<file path="src/design/cron_calendar_minute_matcher_top_defines.svh">
// Assertion macros shared by the matcher's queue and back modules.
`ifndef CRON_CALENDAR_MINUTE_MATCHER_TOP_DEFINES_SVH
`define CRON_CALENDAR_MINUTE_MATCHER_TOP_DEFINES_SVH

// same-cycle implication
`define CCMM_ASSERT_IMP(name, ante, cons, msg) \
  name: assert property (@(posedge clk) disable iff (!rst_n) (ante) |-> (cons)) \
    else $error(msg);

// next-cycle implication
`define CCMM_ASSERT_NXT(name, ante, cons, msg) \
  name: assert property (@(posedge clk) disable iff (!rst_n) (ante) |=> (cons)) \
    else $error(msg);

`endif

</file>
<file path="src/design/ccmm_pkg.sv">
package ccmm_pkg;

  localparam int QDEPTH       = 8;
  localparam int QAW          = $clog2(QDEPTH);
  localparam int FRONT_STAGES = 5;

  localparam logic FUNC_LOAD = 1'b0;
  localparam logic FUNC_TICK = 1'b1;

  localparam int CFG_IDX_W  = 3;
  localparam int CFG_DATA_W = 60;
  localparam logic [CFG_IDX_W-1:0] CFG_MINUTE_MASK  = 3'd0;
  localparam logic [CFG_IDX_W-1:0] CFG_HOUR_MASK    = 3'd1;
  localparam logic [CFG_IDX_W-1:0] CFG_DAY_MASK     = 3'd2;
  localparam logic [CFG_IDX_W-1:0] CFG_MONTH_MASK   = 3'd3;
  localparam logic [CFG_IDX_W-1:0] CFG_WEEKDAY_MASK = 3'd4;

  localparam logic [13:0] YEAR_MIN  = 14'd1970;
  localparam logic [13:0] YEAR_MAX  = 14'd9999;
  localparam logic [13:0] YEAR_TOP  = 14'h3fff;
  // floor(y/100) = (y * 10486) >> 20 for y < 16384
  localparam logic [13:0] Q100_MUL  = 14'd10486;
  localparam int          Q100_SH   = 20;
  // floor(t/7) = (t * 74899) >> 19 for t < 16384
  localparam logic [16:0] Q7_MUL    = 17'd74899;
  localparam int          Q7_SH     = 19;
  // leap days up to 1969, less the +4 Thursday offset, plus the -1 of the day
  localparam logic [13:0] WD_BIAS   = 14'd474;

  localparam logic [13:0] RST_YEAR    = 14'd1970;
  localparam logic [6:0]  RST_YMOD100 = 7'd70;
  localparam logic [1:0]  RST_C4      = 2'd3;
  localparam logic [2:0]  RST_WEEKDAY = 3'd4;

  typedef struct packed {
    logic        func;
    logic [13:0] year;
    logic [3:0]  month;
    logic [4:0]  day;
    logic [4:0]  hour;
    logic [5:0]  minute;
    logic [2:0]  weekday;
    logic [6:0]  ymod100;  // year mod 100
    logic [1:0]  c4;       // (year / 100) mod 4
  } item_t;

  typedef struct packed {
    logic        matched;
    logic [13:0] year;
    logic [3:0]  month;
    logic [4:0]  day;
    logic [4:0]  hour;
    logic [5:0]  minute;
    logic [2:0]  weekday;
  } result_t;

  function automatic logic is_leap(input logic [1:0] ylow, input logic [6:0] ymod100,
                                   input logic [1:0] c4);
    is_leap = (ylow == 2'd0) && ((ymod100 != 7'd0) || (c4 == 2'd0));
  endfunction

  function automatic logic [4:0] month_len(input logic [3:0] m, input logic leap);
    case (m) inside
      4'd2:                    month_len = leap ? 5'd29 : 5'd28;
      4'd4, 4'd6, 4'd9, 4'd11: month_len = 5'd30;
      default:                 month_len = 5'd31;
    endcase
  endfunction

  function automatic logic [8:0] month_start(input logic [3:0] m);
    case (m)
      4'd2:    month_start = 9'd31;
      4'd3:    month_start = 9'd59;
      4'd4:    month_start = 9'd90;
      4'd5:    month_start = 9'd120;
      4'd6:    month_start = 9'd151;
      4'd7:    month_start = 9'd181;
      4'd8:    month_start = 9'd212;
      4'd9:    month_start = 9'd243;
      4'd10:   month_start = 9'd273;
      4'd11:   month_start = 9'd304;
      4'd12:   month_start = 9'd334;
      default: month_start = 9'd0;
    endcase
  endfunction

endpackage

</file>
<file path="src/design/ccmm_front.sv">
module ccmm_front
  import ccmm_pkg::*;
(
  input  logic              clk,
  input  logic              rst_n,
  input  logic              push,
  output logic              full,
  input  logic              in_func,
  input  logic [13:0]       in_load_year,
  input  logic [3:0]        in_load_month,
  input  logic [4:0]        in_load_day,
  input  logic [4:0]        in_load_hour,
  input  logic [5:0]        in_load_minute,
  input  logic [QAW:0]      q_count,
  output logic              q_push,
  output item_t             q_item
);

  localparam int CW = QAW + 2;

  typedef struct packed {
    logic        func;
    logic [13:0] year;
    logic [3:0]  month;
    logic [4:0]  day;
    logic [4:0]  hour;
    logic [5:0]  minute;
    logic [6:0]  q100;
    logic [6:0]  ymod100;
    logic [1:0]  c4;
    logic        leap;
    logic [13:0] tsum;
    logic [11:0] q7;
  } stage_t;

  stage_t                  st_r   [FRONT_STAGES];
  stage_t                  st_nxt [FRONT_STAGES];
  logic [FRONT_STAGES-1:0] v_r;
  logic                    accept;
  logic [CW-1:0]           reserved;
  logic [27:0]             prod100;
  logic [30:0]             prod7;
  logic [4:0]              dlen;
  logic [6:0]              ymod_c;
  logic                    leap_c;
  logic [13:0]             yprev;
  logic [13:0]             leaps;
  logic [14:0]             q7x7;

  // slots already promised to the queue: held entries plus beats in flight
  assign reserved = CW'(q_count) + CW'($countones(v_r));
  assign full     = reserved >= CW'(QDEPTH);
  assign accept   = push && !full;

  assign prod100 = 28'(st_r[0].year) * 28'(Q100_MUL);
  assign ymod_c  = 7'(st_r[1].year - 14'(st_r[1].q100) * 14'd100);
  assign leap_c  = is_leap(st_r[1].year[1:0], ymod_c, st_r[1].q100[1:0]);
  assign dlen    = month_len(st_r[1].month, leap_c);
  assign yprev   = st_r[2].year - 14'd1;
  assign leaps   = 14'(yprev[13:2]) - 14'(st_r[2].q100) + 14'(st_r[2].q100[6:2]);
  assign prod7   = 31'(st_r[3].tsum) * 31'(Q7_MUL);
  assign q7x7    = {st_r[4].q7, 3'b000} - 15'(st_r[4].q7);

  always_comb begin
    st_nxt[0] = '0;
    for (int i = 1; i < FRONT_STAGES; i++) begin
      st_nxt[i] = st_r[i-1];
    end

    // stage 1: clamp the loaded fields other than day
    st_nxt[0].func   = in_func;
    st_nxt[0].year   = (in_load_year < YEAR_MIN) ? YEAR_MIN :
                       (in_load_year > YEAR_MAX) ? YEAR_MAX : in_load_year;
    st_nxt[0].month  = (in_load_month == 4'd0) ? 4'd1 :
                       (in_load_month > 4'd12) ? 4'd12 : in_load_month;
    st_nxt[0].day    = in_load_day;
    st_nxt[0].hour   = (in_load_hour > 5'd23) ? 5'd23 : in_load_hour;
    st_nxt[0].minute = (in_load_minute > 6'd59) ? 6'd59 : in_load_minute;

    // stage 2: century
    st_nxt[1].q100 = 7'(prod100[27:Q100_SH]);

    // stage 3: leap, day clamp; q100 becomes floor((year-1)/100)
    st_nxt[2].ymod100 = ymod_c;
    st_nxt[2].c4      = st_r[1].q100[1:0];
    st_nxt[2].leap    = leap_c;
    st_nxt[2].day     = (st_r[1].day == 5'd0) ? 5'd1 :
                        (st_r[1].day > dlen) ? dlen : st_r[1].day;
    st_nxt[2].q100    = st_r[1].q100 - 7'(ymod_c == 7'd0);

    // stage 4: day count, congruent mod 7 (365 = 1 mod 7)
    st_nxt[3].tsum = (st_r[2].year - YEAR_MIN) + leaps - WD_BIAS
                     + 14'(month_start(st_r[2].month))
                     + 14'(st_r[2].leap && (st_r[2].month > 4'd2))
                     + 14'(st_r[2].day);

    // stage 5: quotient by 7
    st_nxt[4].q7 = 12'(prod7[30:Q7_SH]);
  end

  always_ff @(posedge clk) begin
    if (!rst_n) begin
      v_r <= '0;
    end else begin
      v_r <= {v_r[FRONT_STAGES-2:0], accept};
    end
    for (int i = 0; i < FRONT_STAGES; i++) begin
      st_r[i] <= st_nxt[i];
    end
  end

  assign q_push         = v_r[FRONT_STAGES-1];
  assign q_item.func    = st_r[4].func;
  assign q_item.year    = st_r[4].year;
  assign q_item.month   = st_r[4].month;
  assign q_item.day     = st_r[4].day;
  assign q_item.hour    = st_r[4].hour;
  assign q_item.minute  = st_r[4].minute;
  assign q_item.weekday = 3'(15'(st_r[4].tsum) - q7x7);
  assign q_item.ymod100 = st_r[4].ymod100;
  assign q_item.c4      = st_r[4].c4;

endmodule

</file>
<file path="src/design/ccmm_queue.sv">
module ccmm_queue
  import ccmm_pkg::*;
(
  input  logic         clk,
  input  logic         rst_n,
  input  logic         push,
  input  item_t        din,
  input  logic         pop,
  output item_t        dout,
  output logic         empty,
  output logic [QAW:0] count
);

`include "cron_calendar_minute_matcher_top_defines.svh"

  localparam logic [QAW:0] FULL_CNT = (QAW+1)'(QDEPTH);

  item_t          mem_r [QDEPTH];
  logic [QAW-1:0] wr_ptr_r;
  logic [QAW-1:0] rd_ptr_r;
  logic [QAW:0]   count_r;
  logic           do_pop;

  assign do_pop = pop && (count_r != '0);

  always_ff @(posedge clk) begin
    if (!rst_n) begin
      wr_ptr_r <= '0;
      rd_ptr_r <= '0;
      count_r  <= '0;
    end else begin
      if (push) begin
        wr_ptr_r <= wr_ptr_r + 1'b1;
      end
      if (do_pop) begin
        rd_ptr_r <= rd_ptr_r + 1'b1;
      end
      count_r <= count_r + (QAW+1)'(push) - (QAW+1)'(do_pop);
    end
    if (push) begin
      mem_r[wr_ptr_r] <= din;
    end
  end

  assign dout  = mem_r[rd_ptr_r];
  assign empty = (count_r == '0);
  assign count = count_r;

  `CCMM_ASSERT_IMP(a_q_no_overflow, push, count_r != FULL_CNT, "queue written while full")
  `CCMM_ASSERT_IMP(a_q_count_max, 1'b1, count_r <= FULL_CNT, "queue count past depth")
  `CCMM_ASSERT_NXT(a_q_beat_lands, push && !pop, count_r != '0, "pushed beat not held")

endmodule

</file>
<file path="src/design/ccmm_back.sv">
module ccmm_back
  import ccmm_pkg::*;
(
  input  logic                  clk,
  input  logic                  rst_n,
  input  logic                  cfg_we,
  input  logic [CFG_IDX_W-1:0]  cfg_index,
  input  logic [CFG_DATA_W-1:0] cfg_data,
  input  logic                  q_empty,
  input  item_t                 q_item,
  output logic                  q_pop,
  input  logic                  pop,
  output logic                  empty,
  output result_t               res
);

`include "cron_calendar_minute_matcher_top_defines.svh"

  logic [59:0] minute_mask_r;
  logic [23:0] hour_mask_r;
  logic [31:0] day_mask_r;
  logic [12:0] month_mask_r;
  logic [6:0]  weekday_mask_r;

  logic [13:0] year_r, year_nxt;
  logic [3:0]  month_r, month_nxt;
  logic [4:0]  day_r, day_nxt;
  logic [4:0]  hour_r, hour_nxt;
  logic [5:0]  minute_r, minute_nxt;
  logic [2:0]  weekday_r, weekday_nxt;
  logic [6:0]  ymod100_r, ymod100_nxt;
  logic [1:0]  c4_r, c4_nxt;

  result_t     rb_r [2];
  logic        rb_wr_r;
  logic        rb_rd_r;
  logic [1:0]  rb_cnt_r;
  logic        take;
  logic        out_pop;
  logic        is_tick;
  result_t     res_nxt;

  assign out_pop = pop && (rb_cnt_r != 2'd0);
  assign take    = !q_empty && ((rb_cnt_r != 2'd2) || out_pop);
  assign is_tick = (q_item.func == FUNC_TICK);

  always_comb begin
    year_nxt    = year_r;
    month_nxt   = month_r;
    day_nxt     = day_r;
    hour_nxt    = hour_r;
    minute_nxt  = minute_r;
    weekday_nxt = weekday_r;
    ymod100_nxt = ymod100_r;
    c4_nxt      = c4_r;

    res_nxt.matched = 1'b0;
    res_nxt.year    = year_r;
    res_nxt.month   = month_r;
    res_nxt.day     = day_r;
    res_nxt.hour    = hour_r;
    res_nxt.minute  = minute_r;
    res_nxt.weekday = weekday_r;

    if (is_tick) begin
      res_nxt.matched = minute_mask_r[minute_r] && hour_mask_r[hour_r] &&
                        day_mask_r[day_r] && month_mask_r[month_r] &&
                        weekday_mask_r[weekday_r];
      if (minute_r >= 6'd59) begin
        minute_nxt = 6'd0;
        if (hour_r >= 5'd23) begin
          hour_nxt    = 5'd0;
          weekday_nxt = (weekday_r >= 3'd6) ? 3'd0 : weekday_r + 3'd1;
          if (day_r >= month_len(month_r, is_leap(year_r[1:0], ymod100_r, c4_r))) begin
            day_nxt = 5'd1;
            if (month_r >= 4'd12) begin
              month_nxt = 4'd1;
              if (year_r == YEAR_TOP) begin
                // wrap to year 0: a leap year, century 0
                year_nxt    = 14'd0;
                ymod100_nxt = 7'd0;
                c4_nxt      = 2'd0;
              end else begin
                year_nxt    = year_r + 14'd1;
                ymod100_nxt = (ymod100_r == 7'd99) ? 7'd0 : ymod100_r + 7'd1;
                c4_nxt      = c4_r + 2'(ymod100_r == 7'd99);
              end
            end else begin
              month_nxt = month_r + 4'd1;
            end
          end else begin
            day_nxt = day_r + 5'd1;
          end
        end else begin
          hour_nxt = hour_r + 5'd1;
        end
      end else begin
        minute_nxt = minute_r + 6'd1;
      end
    end else begin
      year_nxt        = q_item.year;
      month_nxt       = q_item.month;
      day_nxt         = q_item.day;
      hour_nxt        = q_item.hour;
      minute_nxt      = q_item.minute;
      weekday_nxt     = q_item.weekday;
      ymod100_nxt     = q_item.ymod100;
      c4_nxt          = q_item.c4;
      res_nxt.year    = q_item.year;
      res_nxt.month   = q_item.month;
      res_nxt.day     = q_item.day;
      res_nxt.hour    = q_item.hour;
      res_nxt.minute  = q_item.minute;
      res_nxt.weekday = q_item.weekday;
    end
  end

  always_ff @(posedge clk) begin
    if (!rst_n) begin
      minute_mask_r  <= '0;
      hour_mask_r    <= '0;
      day_mask_r     <= '0;
      month_mask_r   <= '0;
      weekday_mask_r <= '0;
      year_r         <= RST_YEAR;
      month_r        <= 4'd1;
      day_r          <= 5'd1;
      hour_r         <= 5'd0;
      minute_r       <= 6'd0;
      weekday_r      <= RST_WEEKDAY;
      ymod100_r      <= RST_YMOD100;
      c4_r           <= RST_C4;
      rb_wr_r        <= 1'b0;
      rb_rd_r        <= 1'b0;
      rb_cnt_r       <= 2'd0;
    end else begin
      if (cfg_we) begin
        unique case (cfg_index)
          CFG_MINUTE_MASK:  minute_mask_r  <= cfg_data[59:0];
          CFG_HOUR_MASK:    hour_mask_r    <= cfg_data[23:0];
          CFG_DAY_MASK:     day_mask_r     <= cfg_data[31:0];
          CFG_MONTH_MASK:   month_mask_r   <= cfg_data[12:0];
          CFG_WEEKDAY_MASK: weekday_mask_r <= cfg_data[6:0];
          default: ;
        endcase
      end
      if (take) begin
        year_r    <= year_nxt;
        month_r   <= month_nxt;
        day_r     <= day_nxt;
        hour_r    <= hour_nxt;
        minute_r  <= minute_nxt;
        weekday_r <= weekday_nxt;
        ymod100_r <= ymod100_nxt;
        c4_r      <= c4_nxt;
        rb_wr_r   <= ~rb_wr_r;
      end
      if (out_pop) begin
        rb_rd_r <= ~rb_rd_r;
      end
      rb_cnt_r <= rb_cnt_r + 2'(take) - 2'(out_pop);
    end
    if (take) begin
      rb_r[rb_wr_r] <= res_nxt;
    end
  end

  assign q_pop = take;
  assign empty = (rb_cnt_r == 2'd0);
  assign res   = rb_r[rb_rd_r];

  `CCMM_ASSERT_IMP(a_b_time_range, 1'b1, minute_r <= 6'd59 && hour_r <= 5'd23, "clock out of range")
  `CCMM_ASSERT_NXT(a_b_minute_step, take && is_tick && minute_r != 6'd59, minute_r == 6'($past(minute_r) + 6'd1), "tick did not advance minute")
  `CCMM_ASSERT_IMP(a_b_rb_bound, 1'b1, rb_cnt_r <= 2'd2, "result buffer overrun")

endmodule

</file>
<file path="src/design/cron_calendar_minute_matcher_top.sv">
// Cron schedule matcher on a minute-resolution calendar clock. A load beat
// (in_func 0) sets the clock from the clamped load fields and returns it with
// out_matched 0; a tick beat (in_func 1) returns the current minute with its
// match against the five masks, then advances the clock one minute. One beat
// is accepted per cycle while full is low, and one result leaves per cycle
// while pop is held and empty is low. Each beat first passes a 5-stage
// front pipeline (clamping, century by reciprocal multiply, leap year and
// day clamp, day count, mod-7 by reciprocal multiply for the weekday), then
// an 8-entry queue, then the clock register stage, which applies one beat
// per cycle into a 2-entry result buffer while that buffer has room. full
// rises when the queue plus the beats in the front pipeline reach 8.
// Write the cfg_ masks only with no beats outstanding.
module cron_calendar_minute_matcher_top
  import ccmm_pkg::*;
(
  input  logic                  clk,
  input  logic                  rst_n,
  input  logic                  cfg_we,
  input  logic [CFG_IDX_W-1:0]  cfg_index,
  input  logic [CFG_DATA_W-1:0] cfg_data,
  input  logic                  push,
  output logic                  full,
  input  logic                  in_func,
  input  logic [13:0]           in_load_year,
  input  logic [3:0]            in_load_month,
  input  logic [4:0]            in_load_day,
  input  logic [4:0]            in_load_hour,
  input  logic [5:0]            in_load_minute,
  output logic                  empty,
  input  logic                  pop,
  output logic                  out_matched,
  output logic [13:0]           out_year,
  output logic [3:0]            out_month,
  output logic [4:0]            out_day,
  output logic [4:0]            out_hour,
  output logic [5:0]            out_minute,
  output logic [2:0]            out_weekday
);

  logic         q_push;
  logic         q_pop;
  logic         q_empty;
  logic [QAW:0] q_count;
  item_t        q_in;
  item_t        q_out;
  result_t      res;

  ccmm_front u_front (
    .clk            (clk),
    .rst_n          (rst_n),
    .push           (push),
    .full           (full),
    .in_func        (in_func),
    .in_load_year   (in_load_year),
    .in_load_month  (in_load_month),
    .in_load_day    (in_load_day),
    .in_load_hour   (in_load_hour),
    .in_load_minute (in_load_minute),
    .q_count        (q_count),
    .q_push         (q_push),
    .q_item         (q_in)
  );

  ccmm_queue u_queue (
    .clk   (clk),
    .rst_n (rst_n),
    .push  (q_push),
    .din   (q_in),
    .pop   (q_pop),
    .dout  (q_out),
    .empty (q_empty),
    .count (q_count)
  );

  ccmm_back u_back (
    .clk       (clk),
    .rst_n     (rst_n),
    .cfg_we    (cfg_we),
    .cfg_index (cfg_index),
    .cfg_data  (cfg_data),
    .q_empty   (q_empty),
    .q_item    (q_out),
    .q_pop     (q_pop),
    .pop       (pop),
    .empty     (empty),
    .res       (res)
  );

  assign out_matched = res.matched;
  assign out_year    = res.year;
  assign out_month   = res.month;
  assign out_day     = res.day;
  assign out_hour    = res.hour;
  assign out_minute  = res.minute;
  assign out_weekday = res.weekday;

endmodule

</file>
<file path="config.mk">
export PLATFORM = sky130hd
export DESIGN_NAME = cron_calendar_minute_matcher_top
export DESIGN_NICKNAME = d
export VERILOG_FILES = /design/src/design/ccmm_pkg.sv /design/src/design/ccmm_front.sv /design/src/design/ccmm_queue.sv /design/src/design/ccmm_back.sv /design/src/design/cron_calendar_minute_matcher_top.sv
export VERILOG_INCLUDE_DIRS = /design/src /design/src/design
export SDC_FILE = /design/constraint.sdc
export NUM_CORES = 1
export LEC_CHECK = 0
export BUFFER_PORTS_ARGS = -buffer_cell sky130_fd_sc_hd__buf_2
export CORE_ASPECT_RATIO = 0.6
export CORE_MARGIN = 2
export CORE_UTILIZATION = 40
export CTS_CLUSTER_DIAMETER = 150
export DETAILED_ROUTE_END_ITERATION = 7
export PLACE_DENSITY = 0.54
export SETUP_SLACK_MARGIN = 0.2
export SLEW_MARGIN = 20
export SYNTH_ARGS = -nofsm -noshare
export SYNTH_HDL_FRONTEND = slang
export SYNTH_SLANG_ARGS = --single-unit
</file>
<file path="constraint.sdc">
create_clock -name clk -period 8.3 [get_ports clk]
set_input_delay 0.415 -clock clk [delete_from_list [all_inputs] [get_ports clk]]
set_output_delay 0.415 -clock clk [all_outputs]
set_load 0.01 [all_outputs]
</file>
# After elaboration in Yosys (flattened, before gate mapping)
# Memory sizes are Yosys's and may differ from the RTL's. A register that Yosys moved wholly into a read port is not among the register bits.
# Cells that the tools add are included.
# classes
add_sub_neg	32
mul	3
n_lt_le_gt_ge	18
n_eq_ne	21
mux	74
bitwise_logic	2
reduce_logical	41
# op_table
operator	n
$mux W14	8
$mux W5	15
$mux W7	7
$mux W37	1
$mul A14 B17 Y31 const B	1
$add A14 B5 Y14	2
$mux W4	7
$mul A14 B13 Y26 const B	1
$mux W3	6
$mux W6	3
$eq A4 B3 Y1 const B	4
$eq A4 B4 Y1 const B	4
$mux W1	16
$add A14 B1 Y14	1
$add A14 B1 Y14 const B	1
$add A14 B14 Y14	1
$add A14 B9 Y14	1
$eq A14 B14 Y1 const B	1
$gt A14 B14 Y1 const B	1
$lt A14 B11 Y1 const B	1
$reduce_bool A7 Y1	2
$sub A14 B1 Y14 const B	1
$sub A14 B11 Y14 const B	1
$sub A14 B9 Y14 const B	1
other kinds (62)	104
# totals
regBits	201
ramBits	842
mem_bits_ro	144
input_bits	103
output_inout_bits	40
word_cells	215
memories	4
# memory_table
memory	depth	word_bits	rd	rd_ports_with_merged_regs	write_ports	line_no	rtl
u_front.st_r	5	78	5	0	5	ccmm_front.sv:36	stage_t st_r [FRONT_STAGES];
u_queue.mem_r	8	47	1	1	1	ccmm_queue.sv:18	item_t mem_r [QDEPTH];
(no name shown)	16	9	1	0	0	ccmm_pkg.sv:71	case (m)
u_back.rb_r	2	38	1	1	1	ccmm_back.sv:34	result_t rb_r [2];

# Logic depth before layout (Yosys ltp)
# Gate-level depths: netlist (run 1).
# logic_depth
depth_word	13
mapped_depth	22
ltp_nobuf	22

# Hierarchy
# A second synthesis (run 1) with hierarchy kept.
# hier_totals
hier_cells	3165
hier_area_um2	40656.5
# by_module_without_submodules
module	n_inst	cells_each	area_each_um2
ccmm_queue	1	616	14767.9
ccmm_front	1	1259	13658.1
ccmm_back	1	1290	12230.5

# Least setup slack after synthesis (run 1)
# Ideal clock, no wire load.
# synth_timing
kind	reg2reg
from	memory u_front.st_r[0][221] in the netlist's numbering
to	memory u_front.st_r[0][258] in the netlist's numbering
setup_time_ps	72
arrival_ps	5116
setup_slack_ps	3112
path_stages_with_launch	21
path_buffers	0
path_cell_list	dfxtp_1 > or3_1 > or3_1 > nor3_1 > xnor2_1 > ha_1 > or2_2 > a21oi_1 > a21oi_1 > maj3_1 > xnor2_1 > fa_1 > inv_1 > ha_1 > ha_1 > ha_1 > nor3_1 > nor2_1 > a31o_2 > a21oi_1 > xnor2_1
# synth_rtl
item	line_no
from (decl)	ccmm_front.sv:36

==> flow_metrics.tcl, run 1 <==
set metrics [dict create \
    status "finished, final reports clean" \
    drv_cap 0 \
    drt_first_pass_iters 5 \
    fp.dieH_um 247.7 \
    hold_class "input port to flip-flop" \
    required_ns 8.82 \
    fmax_mhz 178.7 \
    wl_per_cell_um 19.88 \
    synthAdderAreaFrac_pct 14.39 \
    initial_core_util_pct 40.33 \
    fin_area_um2 45200 \
    areaGrowthSynthToFinish_pct 14.13 \
    setup_viol 0 \
    min_to "u_back.day_mask_r[17]$_SDFFE_PN0P_" \
    cts_root_buf "clkbuf_16" \
    synth-xor-area-share_pct 1.346 \
    cts_buffers 84 \
    crit_chain "or3_1 -> or3_1 -> xnor2_1 -> ha_1 -> o21a_1 -> o31a_1 -> o21ai_0 -> nand2_1 -> xnor2_1 -> ha_1 -> inv_1 -> fa_1 -> inv_1 -> fa_1 -> inv_1 -> ha_1 -> o21ai_0 -> nor2_1 -> or4_1 -> a41oi_1 -> a21oi_1 -> xnor2_1" \
    cellLeakagePower_nw 17.45 \
    dp.final_hpwl_mm 62.97 \
    rows 89 \
    io_pins 143 \
    slew_headroom_pct 28.96 \
    htree_levels 3 \
    yosysSeqAreaShare_pct 55.09 \
    crit_type "flip-flop to flip-flop" \
    rr_worst_depth 22 \
    dr_total_vias 23850 \
    path_max_fanout 5 \
    grt_start_max_net_pins 143 \
    finClkSkew_ns 0.02952 \
    tightestPinTransition_ns 1.066 \
    synth_cells 3072 \
    slowest_delay_ns 0.53 \
    cts-resized-gates 0 \
    fin_crit_sh_pct 67.44 \
    gp_congestion 0.8389 \
    placed_area_um2 41740 \
    async_reset_ff_share_pct 0 \
    synth-edff-count 436 \
    synth_cell_types 81 \
    ff2ff_setup_slack_ns 2.70 \
    drt_iter0_drc 1751 \
    routed_wl_mm 92.43 \
    timing.final.max_slew_violations 0 \
    synth_flop_cell "edfxtp_1" \
    drtAntennaViolNets 0 \
    syn_nets 3556 \
    vias_per_cell 5.131 \
    die_x_um 410.2 \
    worst_setup_path_start_kind "flip-flop" \
    clk_latency_ns 0.66 \
    critical_path.slowest_cell "fa_1" \
    hold_depth 3 \
    ys_seq_elements 872 \
    grt_pass1_vias 24300 \
    track_usage_pct 18.41 \
    antenna_found_initial 3 \
    cts.sink_count 872 \
    rsz0062_at_grt "false" \
    syn_avg_cell_area_um2 12.89 \
    synth_compound_area_share_pct 7.831 \
    hold_viol_final 0 \
    nets 3742 \
    setup_tns_ns 0 \
    r2r_start "u_front.st_r[0][221]$_DFF_P_" \
    grt_pass1_wl_mm 143.4 \
    clockBufferDepth 3 \
    grt.overflow.total 0 \
    synthSimpleGateAreaFrac_pct 7.528 \
    crit_path_end_kind "flip-flop" \
    synth_top_family_by_area "adder cells" \
    layout-drive-gt1-share_pct 15.29 \
    min_from "cfg_data[17]" \
    die_area_um2 101600 \
    fillers 8791 \
    cts_tree "built" \
    r2r-end "u_front.st_r[0][259]$_DFF_P_" \
    synth_warnings 0 \
    post_synth_mux_area_share_pct 9.705 \
    fin_crit_ns 5.597 \
    cp.arrival_ns 6.12 \
    irDropWorstVdd_v 0.0004887 \
    p_per_area_nw_per_um2 431.5 \
    drc 0 \
    io_buffers 142 \
    synth_area_um2 39610 \
    clkTransAtPathRegs_ns 0.06 \
    core_um2 98220 \
]
## worst max-delay path, delay by kind of cell (launching register included)
kind                     cells  cell delay [ns]
buffers and inverters        3             0.15
flip-flops                   1             0.33
adder cells (fa/ha/maj)      5             1.97
AND/OR/NAND/NOR              5             1.50
XOR/XNOR                     3             0.43
AO/OA/AOI/OAI                6             1.11
## placed cells by master, fill, tap and decap left out, drive strengths merged, types with 28 or more instances in the layout
| cell type | Yosys | routed |
|---|---|---|
| a21boi | 143 | 143 |
| a21o | 35 | 35 |
| a21oi | 61 | 61 |
| buf | 31 | 168 |
| clkbuf | 107 | 113 |
| clkinv | 0 | 28 |
| dfxtp | 436 | 436 |
| dlygate4sd3 | 0 | 70 |
| edfxtp | 436 | 436 |
| fa | 123 | 123 |
| ha | 258 | 258 |
| inv | 287 | 292 |
| mux2 | 43 | 43 |
| mux2i | 55 | 55 |
| mux4 | 124 | 124 |
| nand2 | 359 | 359 |
| nand3 | 31 | 31 |
| nor2 | 104 | 104 |
| nor2b | 29 | 29 |
| nor3 | 30 | 30 |
| o21ai | 75 | 75 |
| xnor2 | 41 | 41 |
## flip-flops by register name, summed over array words and instances (netlist names), 2 cells and up, named ones only
register,flops
u_back.c4_r,2
u_front.v_r,5
u_back.hour_mask_r,24
u_front.st_r,231
u_queue.count,4
u_back.weekday_mask_r,7
u_back.day_r,5
u_back.hour_r,5
u_back.month_r,4
u_queue.mem_r,360
u_back.day_mask_r,32
u_back.rb_cnt_r,2
u_queue.wr_ptr_r,3
u_back.rb_r,76
u_back.month_mask_r,13
u_back.minute_r,6
u_queue.rd_ptr_r,3
u_back.year_r,14
u_back.ymod100_r,7
u_back.weekday_r,3
u_back.minute_mask_r,60
## where the power goes
part           internal (mW)  total (mW)  switching, mW
Combinational           4.36        9.75           5.39
Sequential              5.34        5.93          0.593
Clock                   2.17        3.82           1.66
Total                   11.9        19.5           7.64
## cell type report
cell class | count | area [um2] | area share, %
repair buffers | 238 | 1653 | 3.657
diodes | 1 | 2.502 | 0.005536
flip-flops and latches | 872 | 21830 | 48.30
well taps | 1319 | 1650 | 3.651
clock buffers | 113 | 2323 | 5.140
inverters | 287 | 1077 | 2.383
multi-input cells | 1775 | 16240 | 35.94
clock inverters | 44 | 420.4 | 0.9301
## synth_stat cells (all sizes together), types with 4 or more instances
cell type,n,area (um2)
edfxtp,436,13090
inv,287,1077
nor2b,29,181.4
ha,258,3228
nand3,31,155.2
a311oi,4,35.03
nor3,30,160.2
mux2i,55,563.0
o22ai,8,50.05
xnor2,41,366.6
a41oi,5,43.79
nor3b,12,90.09
or3,8,50.05
and2,26,162.7
xor2,19,166.4
a21oi,61,331.6
or4,5,37.54
nand2b,16,100.1
mux4,124,2793
dfxtp,436,8728
o21ai,75,379.1
a21boi,143,1074
o211ai,14,105.1
nand2,359,1350
o211a,4,40.04
a21o,35,262.8
fa,123,2462
mux2,43,488.0
clkbuf,107,401.6
a31oi,14,93.84
o31ai,4,35.03
or2,13,81.33
nor4,6,37.54
nor2,104,390.4
a211oi,19,142.6
o221ai,6,52.55
o21a,14,105.1
and3,10,62.56
nand4,10,62.56
buf,31,146.4
a22oi,7,52.55
## kinds of logic after synthesis
logic type                 count (synthesis)
DFF                                      872
and+or+nand+nor                          666
AOI/OAI and AO/OA                        445
buffers and inverters                    425
adders and majority gates                382
muxes                                    222
xor gates and xnor gates                  60
## through the flow
step                      worst slack (ns)  instances  hold slack (ns)  power (mW)  util [%]
final                                2.703       4649          0.06824       19.50     46.02
after global routing                 2.265       4648          0.03853       21.29     46.02
after CTS                            2.744       4648          0.01225       19.72     46.00
after detailed placement             2.756       4421           0.3121       15.73     42.50
after global placement               2.806       4419           0.3106       15.51     42.44
after floorplan                      3.112       3072           0.3096       13.00         -
## how the worst max path moves through the flow
stage | from | endpoint | slack (ns) | cells after the start
final | u_front.st_r[0][221]$_DFF_P_ | u_front.st_r[0][259]$_DFF_P_ | 2.70 | 22
after global routing | u_front.st_r[0][221]$_DFF_P_ | u_front.st_r[0][259]$_DFF_P_ | 2.27 | 22
after CTS | u_front.st_r[0][221]$_DFF_P_ | u_front.st_r[0][259]$_DFF_P_ | 2.74 | 22
after detailed placement | u_front.st_r[0][221]$_DFF_P_ | u_front.st_r[0][258]$_DFF_P_ | 2.76 | 20
after global placement | u_front.st_r[0][221]$_DFF_P_ | u_front.st_r[0][259]$_DFF_P_ | 2.81 | 22
after floorplan | u_front.st_r[0][221]$_DFF_P_ | u_front.st_r[0][258]$_DFF_P_ | 3.11 | 20
## metal layers
layer  global-route usage, %  vias to the layer above  part of all wire [%]  wire length [um]
met5                       0                        -                     0                 0
met4                   4.498                        0                   1.9              1776
met3                   3.131                      109                   4.8              4447
met2                   27.88                      547                    44             40280
met1                   27.46                    11990                    50             45920
li1                        -                    11210                     -                 -
## what timing repair did
| item | 4_1_cts | 5_1_grt |
|---|---|---|
| endpoints found under the hold margin | 74 | 0 |
| setup buffers | 0 | 0 |
| setup endpoints to repair | 0 | 0 |
| hold buffers | 70 | 0 |
(Power assumes the default switching activity.)
==> run 2: changes to the inputs <==
--- a/config.mk
+++ b/config.mk
@@ -6,13 +6,14 @@
 export SDC_FILE = /design/constraint.sdc
 export NUM_CORES = 1
 export LEC_CHECK = 0
+export ABC_AREA = 1
 export BUFFER_PORTS_ARGS = -buffer_cell sky130_fd_sc_hd__buf_2
 export CORE_ASPECT_RATIO = 0.6
 export CORE_MARGIN = 2
 export CORE_UTILIZATION = 40
 export CTS_CLUSTER_DIAMETER = 150
 export DETAILED_ROUTE_END_ITERATION = 7
-export PLACE_DENSITY = 0.54
+export PLACE_DENSITY = 0.56
 export SETUP_SLACK_MARGIN = 0.2
 export SLEW_MARGIN = 20
 export SYNTH_ARGS = -nofsm -noshare
==> constraint.sdc (replaced) <==
create_clock -name clk -period 4.81 [get_ports clk]
set_input_delay 0.2405 -clock clk [delete_from_list [all_inputs] [get_ports clk]]
set_output_delay 0.2405 -clock clk [all_outputs]
set_load 0.01 [all_outputs]
==> run 2 against run 1 <==
- final area up 3.9%
- synthesized cell count up 36%
- register-to-register slack worse by 2.3 ns
==> flow_metrics.tcl, run 2 <==
set metrics [dict create \
    status "finished, final reports clean" \
    largest_register_ffs 360 \
    timing.final.max_slew_violations 0 \
    crit_chain "inv_1 -> ha_1 -> fa_1 -> fa_1 -> inv_1 -> fa_1 -> fa_1 -> fa_1 -> ha_1 -> nand2_2 -> inv_1 -> nand2_1 -> a21oi_1 -> nor2_1 -> nand3_1 -> xor2_1" \
    fillers 9497 \
    io_buffers 142 \
    ys_seq_elements 872 \
    rows 90 \
    synth.area.top_cells "edfxtp_1 (32%), dfxtp_1 (21%), ha_1 (7.9%), fa_1 (6.0%), nor2_1 (5.9%)" \
    top_register "u_queue.mem_r" \
    hold_class "input port to flip-flop" \
    slew_headroom_pct 20.06 \
    required_ns 5.36 \
    drtAntennaViolNets 0 \
    min_to "u_back.minute_mask_r[48]$_SDFFE_PN0P_" \
    antenna_found_initial 2 \
    track_usage_pct 20.65 \
    synth_warnings 0 \
    synth_area_um2 40750 \
    synth.most_common_cell "nor2_1" \
    nets 4882 \
    syn_nets 4668 \
    yosysSeqAreaShare_pct 53.55 \
    dp.final_hpwl_mm 73.62 \
    drt_iter0_drc 2798 \
    grt_pass1_vias 27290 \
    setup_viol 0 \
    die_area_um2 104500 \
    fp.dieH_um 251.2 \
    synth_top_area_share_pct 32.13 \
    ys_top_cells_by_count "nor2_1 (641), nand2_1 (610), inv_1 (452)" \
    crit_type "flip-flop to flip-flop" \
    grt_pass1_wl_mm 166.5 \
    worst_setup_path_start_kind "flip-flop" \
    synth_cell_types 50 \
    setup_tns_ns 0 \
    fin_crit_sh_pct 90.96 \
    io_pins 143 \
    async_reset_ff_share_pct 0 \
    routed_wl_mm 108.6 \
    cts_root_buf "clkbuf_16" \
    final_common_cell "nor2_1" \
    wl_per_cell_um 18.72 \
    path_max_fanout 4 \
    use_met2_pct 27.03 \
    top_regs "u_queue.mem_r (360), u_front.st_r (231), u_back.rb_r (76)" \
    rr_worst_depth 16 \
    core_um2 100800 \
    initial_core_util_pct 40.43 \
    dr_total_vias 29160 \
    fmax_mhz 228.6 \
    min_from "cfg_index[0]" \
    r2r-end "u_front.st_r[0][312]$_DFF_P_" \
    grt.overflow.total 0 \
    gp_congestion 0.8997 \
    clk_latency_ns 0.68 \
    hold_depth 6 \
    clkTransAtPathRegs_ns 0.07 \
    drt_first_pass_iters 5 \
    grtUsageMet1_pct 33.64 \
    top_usage_layer "met1" \
    critical_path.slowest_cell "fa_1" \
    synth_area_leader_cell "edfxtp_1" \
    die_x_um 416.0 \
    cts.sink_count 872 \
    cts_buffers 85 \
    clockBufferDepth 3 \
    cp.arrival_ns 4.92 \
    htree_levels 3 \
    crit_path_end_kind "flip-flop" \
    synth_flop_cell "edfxtp_1" \
    areaGrowthSynthToFinish_pct 15.27 \
    r2r_start "u_front.st_r[0][258]$_DFF_P_" \
    fin_crit_ns 4.375 \
    crit_top_cell "fa_1" \
    cts_tree "built" \
    multi_input_area_um2 16720 \
    synth_cells 4184 \
    layout-drive-gt1-share_pct 10.03 \
    syn_avg_cell_area_um2 9.738 \
    hold_viol_final 0 \
    ff2ff_setup_slack_ns 0.43 \
    rsz0062_at_grt "true" \
    mostFrequentLayoutCells "nor2_1 (627), nand2_1 (607), inv_1 (452)" \
    tightestPinTransition_ns 1.187 \
    synth-edff-count 436 \
    vias_per_cell 5.026 \
    slowest_delay_ns 0.58 \
    drv_cap 0 \
    finClkSkew_ns 0.02526 \
    grt_start_max_net_pins 177 \
    use_met3_pct 4.739 \
    seq_area_um2 21850 \
    drc 0 \
]
[run 2: cell types whose count changed after synthesis, moves of 32 or more]
cell      delta
o21ai_0    +376
inv_1      +165
nor2_1     +537
nand2_1    +252
a21oi_1     +56
a21boi_0   -141
mux4_2     -124
a21o_1      -32
mux2i_1     -53
nand3_1    +143
o22ai_1     +59
[run 2: final cells by class]
type,instances,share of cell area (%)
antenna,1,0.005328
clock buffer,126,5.312
clock inverter,30,0.7486
inverter,463,3.711
multi-input combinational,2682,35.60
sequential,872,46.52
tap,1334,3.554
timing repair buffer,294,4.550
[run 2: timing repair]
action                                 CTS  global route
endpoints found under the hold margin  183             0
setup endpoints to repair                1            11
setup buffers                            0             3
hold buffers                           103             0
gates resized for setup                  1            52
pin swaps                                0             7
gates cloned                             0             0
[run 2: how the worst max path moves through the flow]
| stage | slack [ns] | to | startpoint |
|---|---|---|---|
| global placement | 0.22 | u_front.st_r[0][258]$_DFF_P_ | u_front.st_r[0][221]$_DFF_P_ |
| global route | 0.15 | u_front.st_r[0][259]$_DFF_P_ | u_front.st_r[0][221]$_DFF_P_ |
| CTS | 0.22 | u_front.st_r[0][259]$_DFF_P_ | u_front.st_r[0][219]$_DFF_P_ |
| finish | 0.43 | u_front.st_r[0][312]$_DFF_P_ | u_front.st_r[0][258]$_DFF_P_ |
| floorplan | 0.55 | u_front.st_r[0][258]$_DFF_P_ | u_front.st_r[0][221]$_DFF_P_ |
| detailed placement | 0.22 | u_front.st_r[0][258]$_DFF_P_ | u_front.st_r[0][219]$_DFF_P_ |
[run 2: logic make-up (layout without fill, tap and decap cells)]
kind of cell    after synthesis  in the layout  synth area share [%]
simple gates               1497           1497                 14.74
flops                       872            872                 53.55
compound gates              700            700                 9.169
buf+inv                     630            913                 6.096
fa+ha+maj                   381            381                 13.97
xor+xnor                     65             65                 1.397
mux                          39             39                 1.075
other cells                   0              1                     0
[run 2: worst max-delay path, delay by kind of cell, from the launching register on]
family | cells | cell delay, ns
compound gates | 1 | 0.06
simple gates | 4 | 0.39
buf+inv | 3 | 0.16
xor+xnor | 1 | 0.14
fa+ha+maj | 7 | 3.13
flops | 1 | 0.37
[run 2: through the flow]
| stage | hold WS (ns) | std cells | area, um2 | utilization, % | setup WS [ns] |
|---|---|---|---|---|---|
| finish | 0.1630 | 5802 | 46970 | 46.60 | 0.4348 |
| detailed placement | 0.3121 | 5539 | 42850 | 42.52 | 0.2240 |
| global route | 0.1508 | 5801 | 46970 | 46.60 | 0.1510 |
| global placement | 0.3100 | 5539 | 42850 | 42.52 | 0.2172 |
| floorplan | 0.2682 | 4184 | 40750 | - | 0.5466 |
| CTS | 0.09759 | 5798 | 46730 | 46.37 | 0.2169 |
[run 2: layer usage]
metal / up-vias / wire length (um)
met4: 2 / 1866
met1: 13950 / 56860
met2: 794 / 41620
li1: 14280 / -
met3: 133 / 8252
met5: - / 17
Power of run 2 is left out: the tool's default activity adds up to more than one toggle a clock period on the data nets, which glitch-free logic cannot reach.
==> run 3: changes to the inputs <==
--- a/config.mk
+++ b/config.mk
@@ -13,9 +13,8 @@
 export CORE_UTILIZATION = 40
 export CTS_CLUSTER_DIAMETER = 150
 export DETAILED_ROUTE_END_ITERATION = 7
-export PLACE_DENSITY = 0.56
 export SETUP_SLACK_MARGIN = 0.2
-export SLEW_MARGIN = 20
+export SLEW_MARGIN = 15
 export SYNTH_ARGS = -nofsm -noshare
 export SYNTH_HDL_FRONTEND = slang
 export SYNTH_SLANG_ARGS = --single-unit
==> run 3 against run 2 <==
- worst hold slack got worse by 0.029 ns
- sequential cell count unchanged
- sequential share of layout area rose by 0.21 points
- first-iteration DRC count is 8.4% higher
- wire length decreased by 1.7%
- via count is 0.12% higher
- worst setup slack worse by 0.039 ns
- critical endpoint is now u_front.st_r[0][258]$_DFF_P_
- clock skew is 0.0080 ns higher
- non-clock buffer count is 14 lower
- die area unchanged
- critical path depth rose by 6
==> flow_metrics.tcl, run 3 (same netlist as run 2, synthesis figures left out) <==
set metrics [dict create \
    fin_crit_ns 4.414 \
    cts_root_buf "clkbuf_16" \
    critical_path.slowest_cell "fa_1" \
    path_max_fanout 5 \
    mostFrequentLayoutCells "nor2_1 (626), nand2_1 (607), inv_1 (452)" \
    hold_viol_final 0 \
    grt_pass1_vias 27340 \
    gp_congestion 0.9073 \
    crit_chain "nor3_2 -> inv_1 -> nand2_1 -> nand2_1 -> ha_1 -> nand3_1 -> nand2_2 -> xor2_1 -> fa_1 -> inv_1 -> fa_1 -> fa_1 -> inv_1 -> fa_2 -> nand3_1 -> nand2_1 -> nand2_1 -> nand3_1 -> nand2_1 -> nand2_1 -> a21oi_2 -> xnor2_1" \
    vias_per_cell 5.051 \
    grt_pass1_wl_mm 162.9 \
    fp.dieH_um 251.2 \
    grt_start_max_net_pins 107 \
    worst_setup_path_start_kind "flip-flop" \
    top_regs "u_queue.mem_r (360), u_front.st_r (231), u_back.rb_r (76)" \
    clkTransAtPathRegs_ns 0.07 \
    fin_crit_sh_pct 91.76 \
    top_register "u_queue.mem_r" \
    die_x_um 416.0 \
    cp.arrival_ns 4.99 \
    crit_path_end_kind "flip-flop" \
    die_area_um2 104500 \
    nets 4864 \
    crit_top_cell "nand2_1" \
    routed_wl_mm 106.7 \
    clk_latency_ns 0.67 \
    rr_worst_depth 22 \
    grt.overflow.total 0 \
    cts.sink_count 872 \
    path_depth 22 \
    io_pins 143 \
    required_ns 5.39 \
    hold_depth 4 \
    fmax_mhz 226.6 \
    clockBufferDepth 3 \
    setup_tns_ns 0 \
    crit_type "flip-flop to flip-flop" \
    cts_buffers 81 \
    drtAntennaViolNets 0 \
    tightestPinTransition_ns 1.206 \
    status "finished, final reports clean" \
    areaGrowthSynthToFinish_pct 14.78 \
    setup_viol 0 \
    cts_tree "built" \
    drt_first_pass_iters 5 \
    finClkSkew_ns 0.03321 \
    timing.final.max_slew_violations 0 \
    initial_core_util_pct 40.43 \
    drc 0 \
    rows 90 \
    track_usage_pct 20.19 \
    slew_headroom_pct 18.75 \
    rsz0062_at_grt "true" \
    critPathTopFamily "adder cells" \
    htree_levels 3 \
    slowest_delay_ns 0.55 \
    wl_per_cell_um 18.46 \
    io_buffers 142 \
    drv_cap 0 \
    dp.final_hpwl_mm 73.07 \
    crit_buf_inv 3 \
    layout-drive-gt1-share_pct 9.784 \
    hold_class "input port to flip-flop" \
    drt_iter0_drc 3032 \
    dr_total_vias 29200 \
    final_common_cell "nor2_1" \
    antenna_found_initial 2 \
    largest_register_ffs 360 \
    core_um2 100800 \
]
## run 3: path summary, 6_finish.rpt
check | start | to | slack [ns]
max | u_front.st_r[0][221]$_DFF_P_ | u_front.st_r[0][258]$_DFF_P_ | 0.40
min | cfg_index[1] | u_back.hour_mask_r[6]$_SDFFE_PN0P_ | 0.13
max reg2reg | u_front.st_r[0][221]$_DFF_P_ | u_front.st_r[0][258]$_DFF_P_ | 0.40
min reg2reg | u_front.st_r[0][291]$_DFF_P_ | u_front.st_r[0][369]$_DFF_P_ | 0.30
## run 3: timing repair
action | CTS | global route
buffers inserted | 0 | 2
setup endpoints to repair | 1 | 12
cloned | 0 | 0
hold endpoints to repair | 157 | 0
hold buffers | 100 | 0
pin swaps | 0 | 6
resized for setup | 1 | 46
## run 3: layout make-up
| class | count | area [um2] |
|---|---|---|
| clock buffer | 108 | 2306 |
| antenna | 1 | 2.502 |
| clock inverter | 41 | 446.7 |
| tap | 1334 | 1669 |
| timing repair buffer | 280 | 2062 |
| fill | 9283 | 54020 |
| multi-input combinational | 2682 | 16690 |
| sequential | 872 | 21850 |
| inverter | 463 | 1743 |
## run 3: through the flow
step	std cells	utilization [%]	hold WS (ns)	setup WS, ns	area (um2)
floorplan	4184	-	0.2682	0.5466	40750
CTS	5778	46.21	0.07586	0.2026	46570
finish	5781	46.40	0.1337	0.3962	46770
global placement	5529	42.48	0.3111	0.2303	42820
detailed placement	5529	42.48	0.3121	0.1773	42820
global route	5781	46.40	0.1294	0.1434	46770
## run 3: worst register-to-register path: stages (launching register included)
cell,delay (ns)
dfxtp_4,0.37
nor3_2,0.23
inv_1,0.08
nand2_1,0.06
nand2_1,0.10
ha_1,0.29
nand3_1,0.10
nand2_2,0.09
xor2_1,0.17
fa_1,0.51
inv_1,0.05
fa_1,0.50
fa_1,0.55
inv_1,0.07
fa_2,0.40
nand3_1,0.08
nand2_1,0.11
nand2_1,0.09
nand3_1,0.10
nand2_1,0.08
nand2_1,0.06
a21oi_2,0.12
xnor2_1,0.12
## run 3: layer usage
metal / track usage, % / share of wire [%]
met5: 0 / 0
met4: 4.125 / 1.5
met3: 5.403 / 9.4
met2: 26.94 / 39
met1: 32.03 / 50
Power of run 3 is left out for the same reason.
